### config.mk
export PLATFORM = sky130hd
export DESIGN_NAME = page_table_walker
export DESIGN_NICKNAME = d
export VERILOG_FILES = /design/src/ptw_pkg.sv /design/src/ptw_step.sv /design/src/page_table_walker.sv
export VERILOG_INCLUDE_DIRS = /design/src /design/src/src
export SDC_FILE = /design/constraint.sdc
export NUM_CORES = 1
export LEC_CHECK = 0
export BUFFER_PORTS_ARGS = -buffer_cell sky130_fd_sc_hd__buf_4
export CAP_MARGIN = 30
export CORE_MARGIN = 4
export CORE_UTILIZATION = 56
export CTS_BUF_LIST = sky130_fd_sc_hd__clkbuf_4
export CTS_CLUSTER_DIAMETER = 60
export DETAILED_ROUTE_END_ITERATION = 16
export PLACE_DENSITY_LB_ADDON = 0.1
export SLEW_MARGIN = 10
export SYNTH_ARGS = -nofsm -noshare
export SYNTH_HDL_FRONTEND = slang
export SYNTH_SLANG_ARGS = --single-unit
export TNS_END_PERCENT = 5
### constraint.sdc
create_clock -name i_clk -period 9.03 [get_ports i_clk]
set_input_delay 0 -clock i_clk [delete_from_list [all_inputs] [get_ports i_clk]]
set_output_delay 0 -clock i_clk [all_outputs]
set_load 0.05 [all_outputs]
### src/assert_macros.svh
// concurrent assertion helpers shared by the rtl
`ifndef ASSERT_MACROS_SVH
`define ASSERT_MACROS_SVH

`ifndef SYNTHESIS

// expression holds at every clock edge out of reset
`define ASSERT_ALWAYS(label, expr, msg) \
    label: assert property (@(posedge i_clk) disable iff (!i_rst_n) (expr)) \
        else $error(msg);

// consequent holds in the cycle after the antecedent
`define ASSERT_NEXT(label, ante, cons, msg) \
    label: assert property (@(posedge i_clk) disable iff (!i_rst_n) (ante) |=> (cons)) \
        else $error(msg);

`else

`define ASSERT_ALWAYS(label, expr, msg)
`define ASSERT_NEXT(label, ante, cons, msg)

`endif

`endif

### src/ptw_pkg.sv
`timescale 1ns / 1ps

package ptw_pkg;

    localparam int ADDR_W         = 52;
    localparam int PHYS_ADDR_BITS = 52;
    localparam int VIRT_W         = 57;
    localparam int ENTRY_W        = 64;
    localparam int LEVEL_W        = 3;
    localparam int IDX_W          = 9;
    localparam int CFG_DATA_W     = 64;
    localparam int CFG_ADDR_W     = 4;

    localparam int PRESENT_POS = 0;
    localparam int HUGE_POS    = 7;

    localparam logic [ADDR_W-1:0] PHYS_MASK  = {ADDR_W{1'b1}} >> (ADDR_W - PHYS_ADDR_BITS);
    localparam logic [ADDR_W-1:0] FRAME_MASK = {{(ADDR_W-12){1'b1}}, {12{1'b0}}};

    localparam logic [LEVEL_W-1:0] LEVEL_FOUR = 3'd4;
    localparam logic [LEVEL_W-1:0] LEVEL_FIVE = 3'd5;

    typedef enum logic {
        OP_START = 1'b0,
        OP_ENTRY = 1'b1
    } t_opcode;

    // register select taken from paddr[3]
    localparam logic REG_ROOT = 1'b0;
    localparam logic REG_FIVE = 1'b1;

    typedef struct packed {
        logic                busy;
        logic [LEVEL_W-1:0]  level;
        logic [VIRT_W-1:0]   virt;
    } t_walk;

    typedef struct packed {
        logic               done;
        logic [ADDR_W-1:0]  read_addr;
        logic [ADDR_W-1:0]  phys_addr;
        logic               not_mapped;
    } t_result;

endpackage

### src/ptw_step.sv
`timescale 1ns / 1ps

module ptw_step (
    input  ptw_pkg::t_walk                   i_walk,
    input  logic                             i_opcode,
    input  logic [ptw_pkg::VIRT_W-1:0]       i_virt_addr,
    input  logic [ptw_pkg::ENTRY_W-1:0]      i_entry_data,
    input  logic [ptw_pkg::ADDR_W-1:0]       i_root,
    input  logic                             i_five_level,
    output ptw_pkg::t_walk                   o_walk,
    output logic                             o_emit,
    output ptw_pkg::t_result                 o_res
);
    import ptw_pkg::*;

    // 9-bit table index for a level, levels clamped to 1..5
    function automatic logic [IDX_W-1:0] slot_index(input logic [VIRT_W-1:0] virt,
                                                    input logic [LEVEL_W-1:0] lvl);
        case (lvl) inside
            [3'd0:3'd1]: slot_index = virt[20:12];
            3'd2:        slot_index = virt[29:21];
            3'd3:        slot_index = virt[38:30];
            3'd4:        slot_index = virt[47:39];
            default:     slot_index = virt[56:48];
        endcase
    endfunction

    // offset bits below the page span of a level
    function automatic logic [ADDR_W-1:0] span_mask(input logic [LEVEL_W-1:0] lvl);
        case (lvl) inside
            [3'd0:3'd1]: span_mask = {{(ADDR_W-12){1'b0}}, {12{1'b1}}};
            3'd2:        span_mask = {{(ADDR_W-21){1'b0}}, {21{1'b1}}};
            3'd3:        span_mask = {{(ADDR_W-30){1'b0}}, {30{1'b1}}};
            3'd4:        span_mask = {{(ADDR_W-39){1'b0}}, {39{1'b1}}};
            default:     span_mask = {{(ADDR_W-48){1'b0}}, {48{1'b1}}};
        endcase
    endfunction

    logic [LEVEL_W-1:0] start_level;
    logic [LEVEL_W-1:0] down_level;
    logic [ADDR_W-1:0]  frame;
    logic [ADDR_W-1:0]  low_mask;
    logic [ADDR_W-1:0]  start_addr;
    logic [ADDR_W-1:0]  down_addr;
    logic [ADDR_W-1:0]  leaf_addr;
    logic               present;
    logic               leaf;

    assign start_level = i_five_level ? LEVEL_FIVE : LEVEL_FOUR;
    assign down_level  = LEVEL_W'(i_walk.level - 3'd1);
    assign frame       = i_entry_data[ADDR_W-1:0] & FRAME_MASK & PHYS_MASK;
    assign low_mask    = span_mask(i_walk.level);
    assign present     = i_entry_data[PRESENT_POS];
    assign leaf        = (i_walk.level <= 3'd1) || i_entry_data[HUGE_POS];

    assign start_addr = ((i_root & PHYS_MASK)
                        + {{(ADDR_W-IDX_W-3){1'b0}}, slot_index(i_virt_addr, start_level), 3'b000})
                        & PHYS_MASK;
    assign down_addr  = (frame
                        + {{(ADDR_W-IDX_W-3){1'b0}}, slot_index(i_walk.virt, down_level), 3'b000})
                        & PHYS_MASK;
    assign leaf_addr  = ((frame & ~low_mask) + (i_walk.virt[ADDR_W-1:0] & low_mask)) & PHYS_MASK;

    always_comb begin
        o_walk = i_walk;
        o_emit = 1'b0;
        o_res  = '0;
        if (i_opcode == OP_START) begin
            // a start abandons any walk in flight
            o_walk.busy      = 1'b1;
            o_walk.level     = start_level;
            o_walk.virt      = i_virt_addr;
            o_emit           = 1'b1;
            o_res.read_addr  = start_addr;
        end else if (i_walk.busy) begin
            o_emit = 1'b1;
            if (!present) begin
                o_walk.busy      = 1'b0;
                o_res.done       = 1'b1;
                o_res.not_mapped = 1'b1;
            end else if (leaf) begin
                o_walk.busy      = 1'b0;
                o_res.done       = 1'b1;
                o_res.phys_addr  = leaf_addr;
            end else begin
                o_walk.level     = down_level;
                o_res.read_addr  = down_addr;
            end
        end
    end

endmodule

### src/page_table_walker.sv
`timescale 1ns / 1ps
// page table walker, four or five levels of 64-bit entries
// input channel (i_in_valid / o_in_stall) carries one item per transfer: a start
// (i_opcode 0, i_virt_addr) or a table entry read back from memory (i_opcode 1,
// i_entry_data). output channel (o_out_valid / i_out_stall) returns one item per
// step: a read request for o_read_addr (o_done_res 0) or the end of the walk with
// o_phys_addr and o_not_mapped (o_done_res 1). an entry that arrives with no walk
// in flight is dropped and gives no item; a start during a walk restarts it.
// from input acceptance to o_out_valid there is one input register and one result
// register, with the slice, mask and 52-bit add logic between them.
// throughput is one item per cycle while the output is not stalled; the caller
// must return each entry before the next step of the same walk can be computed.
// when the output is stalled the result register holds, then the input register
// fills and o_in_stall rises; nothing is dropped.
// the apb port writes root_table_addr at 0x0 and five_level at 0x8 (64-bit data);
// write them only while no walk is in flight.
// synchronous active-low reset empties both registers, ends any walk and clears
// the configuration to zero.
`include "assert_macros.svh"

module page_table_walker (
    input  logic                               i_clk,
    input  logic                               i_rst_n,
    input  logic                               i_in_valid,
    output logic                               o_in_stall,
    input  logic                               i_opcode,
    input  logic [ptw_pkg::VIRT_W-1:0]         i_virt_addr,
    input  logic [ptw_pkg::ENTRY_W-1:0]        i_entry_data,
    output logic                               o_out_valid,
    input  logic                               i_out_stall,
    output logic                               o_done_res,
    output logic [ptw_pkg::ADDR_W-1:0]         o_read_addr,
    output logic [ptw_pkg::ADDR_W-1:0]         o_phys_addr,
    output logic                               o_not_mapped,
    input  logic                               psel,
    input  logic                               penable,
    input  logic                               pwrite,
    input  logic [ptw_pkg::CFG_ADDR_W-1:0]     paddr,
    input  logic [ptw_pkg::CFG_DATA_W-1:0]     pwdata,
    output logic [ptw_pkg::CFG_DATA_W-1:0]     prdata,
    output logic                               pready
);
    import ptw_pkg::*;

    logic                r_in_valid;
    logic                r_in_opcode;
    logic [VIRT_W-1:0]   r_in_virt;
    logic [ENTRY_W-1:0]  r_in_entry;

    logic                r_out_valid;
    t_result             r_out;

    t_walk               r_walk;
    t_walk               n_walk;
    logic                step_emit;
    t_result             step_res;

    logic [ADDR_W-1:0]   r_root;
    logic                r_five;

    logic                out_blocked;
    logic                advance;
    logic                cfg_write;

    assign out_blocked = r_out_valid && i_out_stall;
    assign advance     = r_in_valid && !out_blocked;
    assign o_in_stall  = r_in_valid && out_blocked;
    assign cfg_write   = psel && penable && pwrite && pready;
    assign pready      = 1'b1;

    ptw_step u_step (
        .i_walk       (r_walk),
        .i_opcode     (r_in_opcode),
        .i_virt_addr  (r_in_virt),
        .i_entry_data (r_in_entry),
        .i_root       (r_root),
        .i_five_level (r_five),
        .o_walk       (n_walk),
        .o_emit       (step_emit),
        .o_res        (step_res)
    );

    always_ff @(posedge i_clk) begin
        if (!i_rst_n) begin
            r_in_valid <= 1'b0;
        end else if (!o_in_stall) begin
            r_in_valid <= i_in_valid;
        end
    end

    always_ff @(posedge i_clk) begin
        if (!o_in_stall && i_in_valid) begin
            r_in_opcode <= i_opcode;
            r_in_virt   <= i_virt_addr;
            r_in_entry  <= i_entry_data;
        end
    end

    always_ff @(posedge i_clk) begin
        if (!i_rst_n) begin
            r_out_valid <= 1'b0;
            r_walk      <= '0;
        end else begin
            if (!out_blocked) begin
                r_out_valid <= advance && step_emit;
            end
            if (advance) begin
                r_walk <= n_walk;
            end
        end
    end

    always_ff @(posedge i_clk) begin
        if (advance && step_emit) begin
            r_out <= step_res;
        end
    end

    always_ff @(posedge i_clk) begin
        if (!i_rst_n) begin
            r_root <= '0;
            r_five <= 1'b0;
        end else if (cfg_write) begin
            case (paddr[3])
                REG_ROOT: r_root <= pwdata[ADDR_W-1:0];
                REG_FIVE: r_five <= pwdata[0];
                default:  r_five <= r_five;
            endcase
        end
    end

    always_comb begin
        case (paddr[3])
            REG_ROOT: prdata = {{(CFG_DATA_W-ADDR_W){1'b0}}, r_root};
            REG_FIVE: prdata = {{(CFG_DATA_W-1){1'b0}}, r_five};
            default:  prdata = '0;
        endcase
    end

    assign o_out_valid  = r_out_valid;
    assign o_done_res   = r_out.done;
    assign o_read_addr  = r_out.read_addr;
    assign o_phys_addr  = r_out.phys_addr;
    assign o_not_mapped = r_out.not_mapped;

    `ASSERT_NEXT(a_done_ends_walk, advance && step_emit && step_res.done, !r_walk.busy,
        "walk still busy after a finishing step")
    `ASSERT_NEXT(a_request_keeps_walk, advance && step_emit && !step_res.done, r_walk.busy,
        "read request issued without a walk in flight")
    `ASSERT_ALWAYS(a_busy_level_range,
        !r_walk.busy || (r_walk.level != 3'd0 && r_walk.level <= LEVEL_FIVE),
        "walk level out of range while busy")
    `ASSERT_ALWAYS(a_done_no_request, !r_out_valid || !r_out.done || r_out.read_addr == '0,
        "finished walk carries a read address")

endmodule
==> Word-level counts from Yosys, hierarchy flattened <==
Index checks and enable logic that the tools add are counted.
{ "classes": {"addsub": 4, "multipliers": 0, "div_mod_pow": 0, "order_cmp": 6, "eq_ne": 12, "shifts": 0, "muxes": 30, "n_bitwise": 5, "n_reduce_logical": 19} }
{ "op_table": {"columns": ["op", "n"], "rows": [
  ["52-bit two-way mux", 6],
  ["64-bit case mux with 2 select lines", 1],
  ["105-bit two-way mux", 1],
  ["52-bit by 12-bit adder with 52-bit output", 2],
  ["52-bit AND", 2],
  ["104-bit two-way mux", 1],
  ["9-bit two-way mux", 8],
  ["52-bit adder", 1],
  ["52-bit inverter", 1],
  ["48-bit two-way mux", 1],
  ["3-bit by 2-bit equality test with 1-bit output (second input constant)", 6],
  ["1-bit logical AND", 10],
  ["3-bit equality test (second input constant)", 3],
  ["3-bit by 1-bit greater-or-equal comparator with 1-bit output (second input constant)", 3],
  ["3-bit by 1-bit <= comparator with 1-bit output (second input constant)", 3],
  ["1-bit two-way mux", 8],
  ["4-bit two-way mux", 2],
  ["2-bit AND reduction", 4],
  ["4-bit AND reduction", 2],
  ["3-bit two-way mux", 2],
  ["2-bit by 1-bit != test with 1-bit output (second input constant)", 2],
  ["3-bit by 1-bit subtractor with 3-bit output (second input constant)", 1],
  ["1-bit logical NOT", 2],
  ["2-bit != test (second input constant)", 1],
  ["2 further kinds", 3]
]} }
{ "totals": {"regBits": 332, "latchBits": 0, "ram_bits": 0, "rom_bits": 0, "input_bits": 197, "out_inout_bits": 173, "wordCells": 90, "n_memories": 0} }

==> Depth between registers and ports, before layout <==
{ "depth": {"word_depth": 12, "depth_mapped": 14, "mapped_depth_nobuf": 12} }

==> Cells and area by module <==
A second synthesis with hierarchy kept.
{ "hier_totals": {"cells_unflattened": 1478, "hier_area_um2": 16575.9} }
{ "modules_own_cells": {"columns": ["mod", "instances", "cells_per_inst", "area_per_inst_um2", "seq_area_each_um2"], "rows": [
  ["page_table_walker", 1, 805, 11956.5, 9168.8],
  ["ptw_step", 1, 673, 4619.4, 0.0]
]} }

==> Worst setup path after synthesis <==
OpenSTA, ideal clock, no wires.
{ "synth_path": {"path_kind": "register -> register", "start": "register r_out_valid (netlist: o_out_valid)", "end": "register r_walk[59] (netlist bit)", "setup_ns": 0.115, "arrival_time_ns": 7.968, "required_ns": 8.915, "path_slack_ns": 0.947, "path_stages_with_launch": 8, "path_buffers": 0, "synth_period_minus_slack_ns": 8.083, "cell_sequence": "dfxtp_1 > nand2_1 > nand2_1 > a21oi_1 > o21ai_0 > o21ai_0 > o21ai_0 > and2_1"} }
{ "synth_via": {"elab_chain_cells": 4} }
{ "synth_rtl": {"columns": ["item", "line_no", "source"], "rows": [
  ["start: declaration", "page_table_walker.sv:50", "logic r_out_valid;"],
  ["start signal: assignment", "page_table_walker.sv:105", "r_out_valid <= advance && step_emit;"],
  ["1-bit logical AND", "page_table_walker.sv:65", "assign out_blocked = r_out_valid && i_out_stall;"],
  ["1-bit logical NOT", null, null],
  ["1-bit logical AND", "page_table_walker.sv:66", "assign advance = r_in_valid && !out_blocked;"],
  ["4-bit AND reduction (no line)", null, null],
  ["end signal: assignment", "page_table_walker.sv:108", "r_walk <= n_walk;"],
  ["end: declaration", "page_table_walker.sv:53", "t_walk r_walk;"]
]} }
No other way between the ends.
A chain may end at the register's enable or synchronous reset.

==> metrics <==
hold path cells=5; I/O Pins=370; fraction of registers with async set/reset=0; critical path data required time=roughly 9.5 ns; critical path class=reg2reg; crit-path max cell delay=a little under 0.8 ns; Synth Cell Area=between 15000 and 20000 um^2; nets=2234; clock skew=~0.056 ns; commonest cells after routing, fill and taps aside=330 x buf_4, 320 x nand2_1, 242 x dlygate4sd3_1, 206 x edfxtp_1, 134 x clkbuf_4; Initial Util=0.572; Avg Inst Size Synth=between 10 and 15 um^2; die height=~170 um; initial DRC count=about 1600; die area=between 20000 and 30000 um^2; HP Class=in2reg; first-pass GRT wire length=between 70000 and 80000 um; H-Tree Depth=3; Total Neg Setup Slack=0 ns; Post-Synth XOR/XNOR Area=0.0315; Net Switching=0.876 mW; largest family of logic cells by synthesized area=simple AND/OR/NAND/NOR gates; placeable core area=around 26000 um^2; RSZ-0062 raised after global routing=false; CP arrival=approximately 4.7 ns; DRC Markers=0; worst ir drop on vdd=between 0.15 and 0.2 mV; Die X-Extent=172 um; min cycle time layout=between 4 and 5 ns; Flop pwr share=0.491; WL per Instance=around 21 um; Hold Crit Endpoint=r_root[17]; CP endpoint kind=flip-flop; latest clock arrival within the worst-skew pair=about 0.72 ns; leading cell type in the layout, fill and taps excluded=buf_4; post-DR vias/cell=roughly 5.7; Logic pwr share=0.115; simple-gate share of the synthesized area=0.189; Detail Placement HPWL=between 30000 and 40000 um; clock transition at the registers of the reported paths=0.08 ns; Int Pwr=2.53 mW; CP Launch Type=flip-flop; CTS Root Cell=clkbuf_4; largest net degree at the start of global routing=roughly 120; status=complete, no violations; Sw Ratio=0.257; Clk pwr share=0.395; multiplexer share of the synthesized area=0.0215; R2R depth=10; Final Power=roughly 3.4 mW; Netlist cell types=72; R2R Setup Slk=approximately 4.8 ns; Crit-path slowest cell=dfxtp_1; Leakage=8.18 nW; Total GRT Usage=0.329; Port Buffers=roughly 320; clock sink count=around 320; Synth Area in Compound Gates=0.137; PwrDens=161 nW/um^2; Slew Limit Fails=0; Max Freq=234 MHz; fillers=approximately 1500; grt ovf=0; reg2reg start=r_five; capture point of the worst reg-to-reg path=o_read_addr[37]; CTS buffer count=between 80 and 90; Worst-Margin Slew=between 0.9 and 1 ns; WL final=between 40000 and 50000 um; Final ANT Viol Nets=0; GP Congestion=0.982; Rows=59; Post-Synth Adder-Cell Area=0.0205; Syn Inst Count=about 1400; Synth Flop Type=edfxtp_1; Layout area overhead=41.2%; vias in the first global route=roughly 14000; CP max FO=16; initial antenna violation count=3; Synth warnings=0; post_cts resized=0; relative slew slack=0.361; flops & latches, synth=between 300 and 400; clk buf depth=3; drt first pass iters=5; CTS tree=done; layout cells sized above 1=0.243; routed vias=13712; max_cap viols=0; Period Utilization, post-route=0.473; min-delay src=penable; final-report hold violation count=0; CP Cell Sequence=mux2_2 -> ha_1 -> fa_1 -> a21oi_1 -> o21ai_1 -> a2111oi_0 -> o31a_1 -> or3_4 -> nor3_1 -> a221o_1; EDFF count, synth=a little over 200; setup violators final=0; Seq/Total Area, Yosys=0.567
==> how the worst max path moves through the flow <==
stage | from | end | slack, ns | cells past startpoint
floorplan | o_out_valid | r_walk[59] | 0.95 | 7
global placement | r_five | o_read_addr[37] | 4.91 | 10
detailed placement | r_five | o_read_addr[37] | 4.84 | 10
CTS | r_five | o_read_addr[49] | 4.83 | 8
global route | r_five | o_read_addr[51] | 4.54 | 8
finish | r_five | o_read_addr[37] | 4.76 | 10
==> cell families after synthesis <==
group           Yosys count
simple gates            602
mux                      31
other cells               2
xor+xnor                 54
fa+ha+maj                24
buf+inv                 112
compound gates          292
flops                   322
==> area by class of cell <==
type,count,area [um^2],share of cell area
Antenna cell,2,5.00,0.000236
Clock inverter,17,130,0.00614
Tap cell,335,419,0.0198
Sequential cell,322,8510,0.402
Timing Repair Buffer,575,4970,0.235
Inverter,15,56.3,0.00266
Clock buffer,134,1010,0.0475
Multi-Input combinational cell,1017,6090,0.287
==> power by group through the flow <==
stage / registers (mW) / clock network (mW) / logic [mW]
global placement: 1.70 / 0 / 0.297
detailed placement: 1.70 / 0 / 0.302
floorplan: 1.74 / 0 / 0.130
CTS: 1.67 / 1.35 / 0.378
global route: 1.67 / 1.45 / 0.414
finish: 1.67 / 1.34 / 0.391
==> stage by stage <==
| stage | cells | area (um^2) | util | setup slack [ns] | hold WS, ns |
|---|---|---|---|---|---|
| 6_report | 2417 | 21200 | 0.808 | 4.76 | 0.0255 |
| 5_1_grt | 2417 | 21200 | 0.808 | 4.54 | -0.00558 |
| 4_1_cts | 2409 | 21100 | 0.805 | 4.83 | 0.000864 |
| 3_5_place_dp | 2019 | 17600 | 0.670 | 4.84 | 0.179 |
| 3_3_place_gp | 2018 | 17500 | 0.669 | 4.91 | 0.178 |
| 2_1_floorplan | 1451 | 15000 | - | 0.947 | 0.0989 |
==> flip-flops by register name, indices dropped and copies added (netlist names) <==
name and flops:
o_done_res 1, o_not_mapped 1, o_out_valid 1, o_phys_addr 52, o_read_addr 52, r_five 1, r_in_entry 42, r_in_opcode 1
r_in_valid 1, r_in_virt 57, r_root 52, r_walk 61
==> metal layers <==
metal,share of wire,up-vias,global-route usage
met4,0.044,0,0.136
met5,0,-,0
met1,0.37,6529,0.393
li1,-,6268,-
met3,0.089,146,0.0699
met2,0.50,769,0.578
==> worst max-delay path, delay by kind of cell (launching register included) <==
family | cells | cell delay (ns)
compound gates | 5 | 1.75
simple gates | 2 | 0.41
flops | 1 | 0.78
mux | 1 | 0.45
fa+ha+maj | 2 | 0.64
==> Yosys cell counts (4+ instances only) <==
cell	number	share of area
mux2_2	10	0.0075
or4_1	10	0.0050
xnor2_1	42	0.025
a311oi_1	9	0.0053
a22oi_1	7	0.0035
buf_2	5	0.0017
clkbuf_1	73	0.018
a21o_1	7	0.0035
a31oi_1	5	0.0021
nor2b_1	75	0.031
nor2_1	57	0.014
and2_1	20	0.0083
buf_4	13	0.0065
nor3_1	12	0.0040
o21a_1	5	0.0025
nand2_1	320	0.080
xor2_1	12	0.0070
a21boi_0	114	0.057
or2_2	6	0.0025
a211oi_1	4	0.0020
o211ai_1	4	0.0020
dfxtp_1	116	0.15
nand3_1	40	0.013
nand4_1	13	0.0054
a2111oi_0	12	0.0070
o21ai_0	49	0.016
ha_1	23	0.019
a22o_1	9	0.0053
a21oi_1	37	0.012
or3_1	4	0.0017
mux2i_1	21	0.014
inv_1	15	0.0038
edfxtp_1	206	0.41
and3_1	20	0.0083
nor3b_1	4	0.0020
==> repair_timing <==
action,CTS,global route
hold buffers,239,3
buffers inserted,0,0
setup endpoints to repair,0,0
hold endpoints to repair,187,3
No activity file was read; power rests on OpenSTA's default activity.
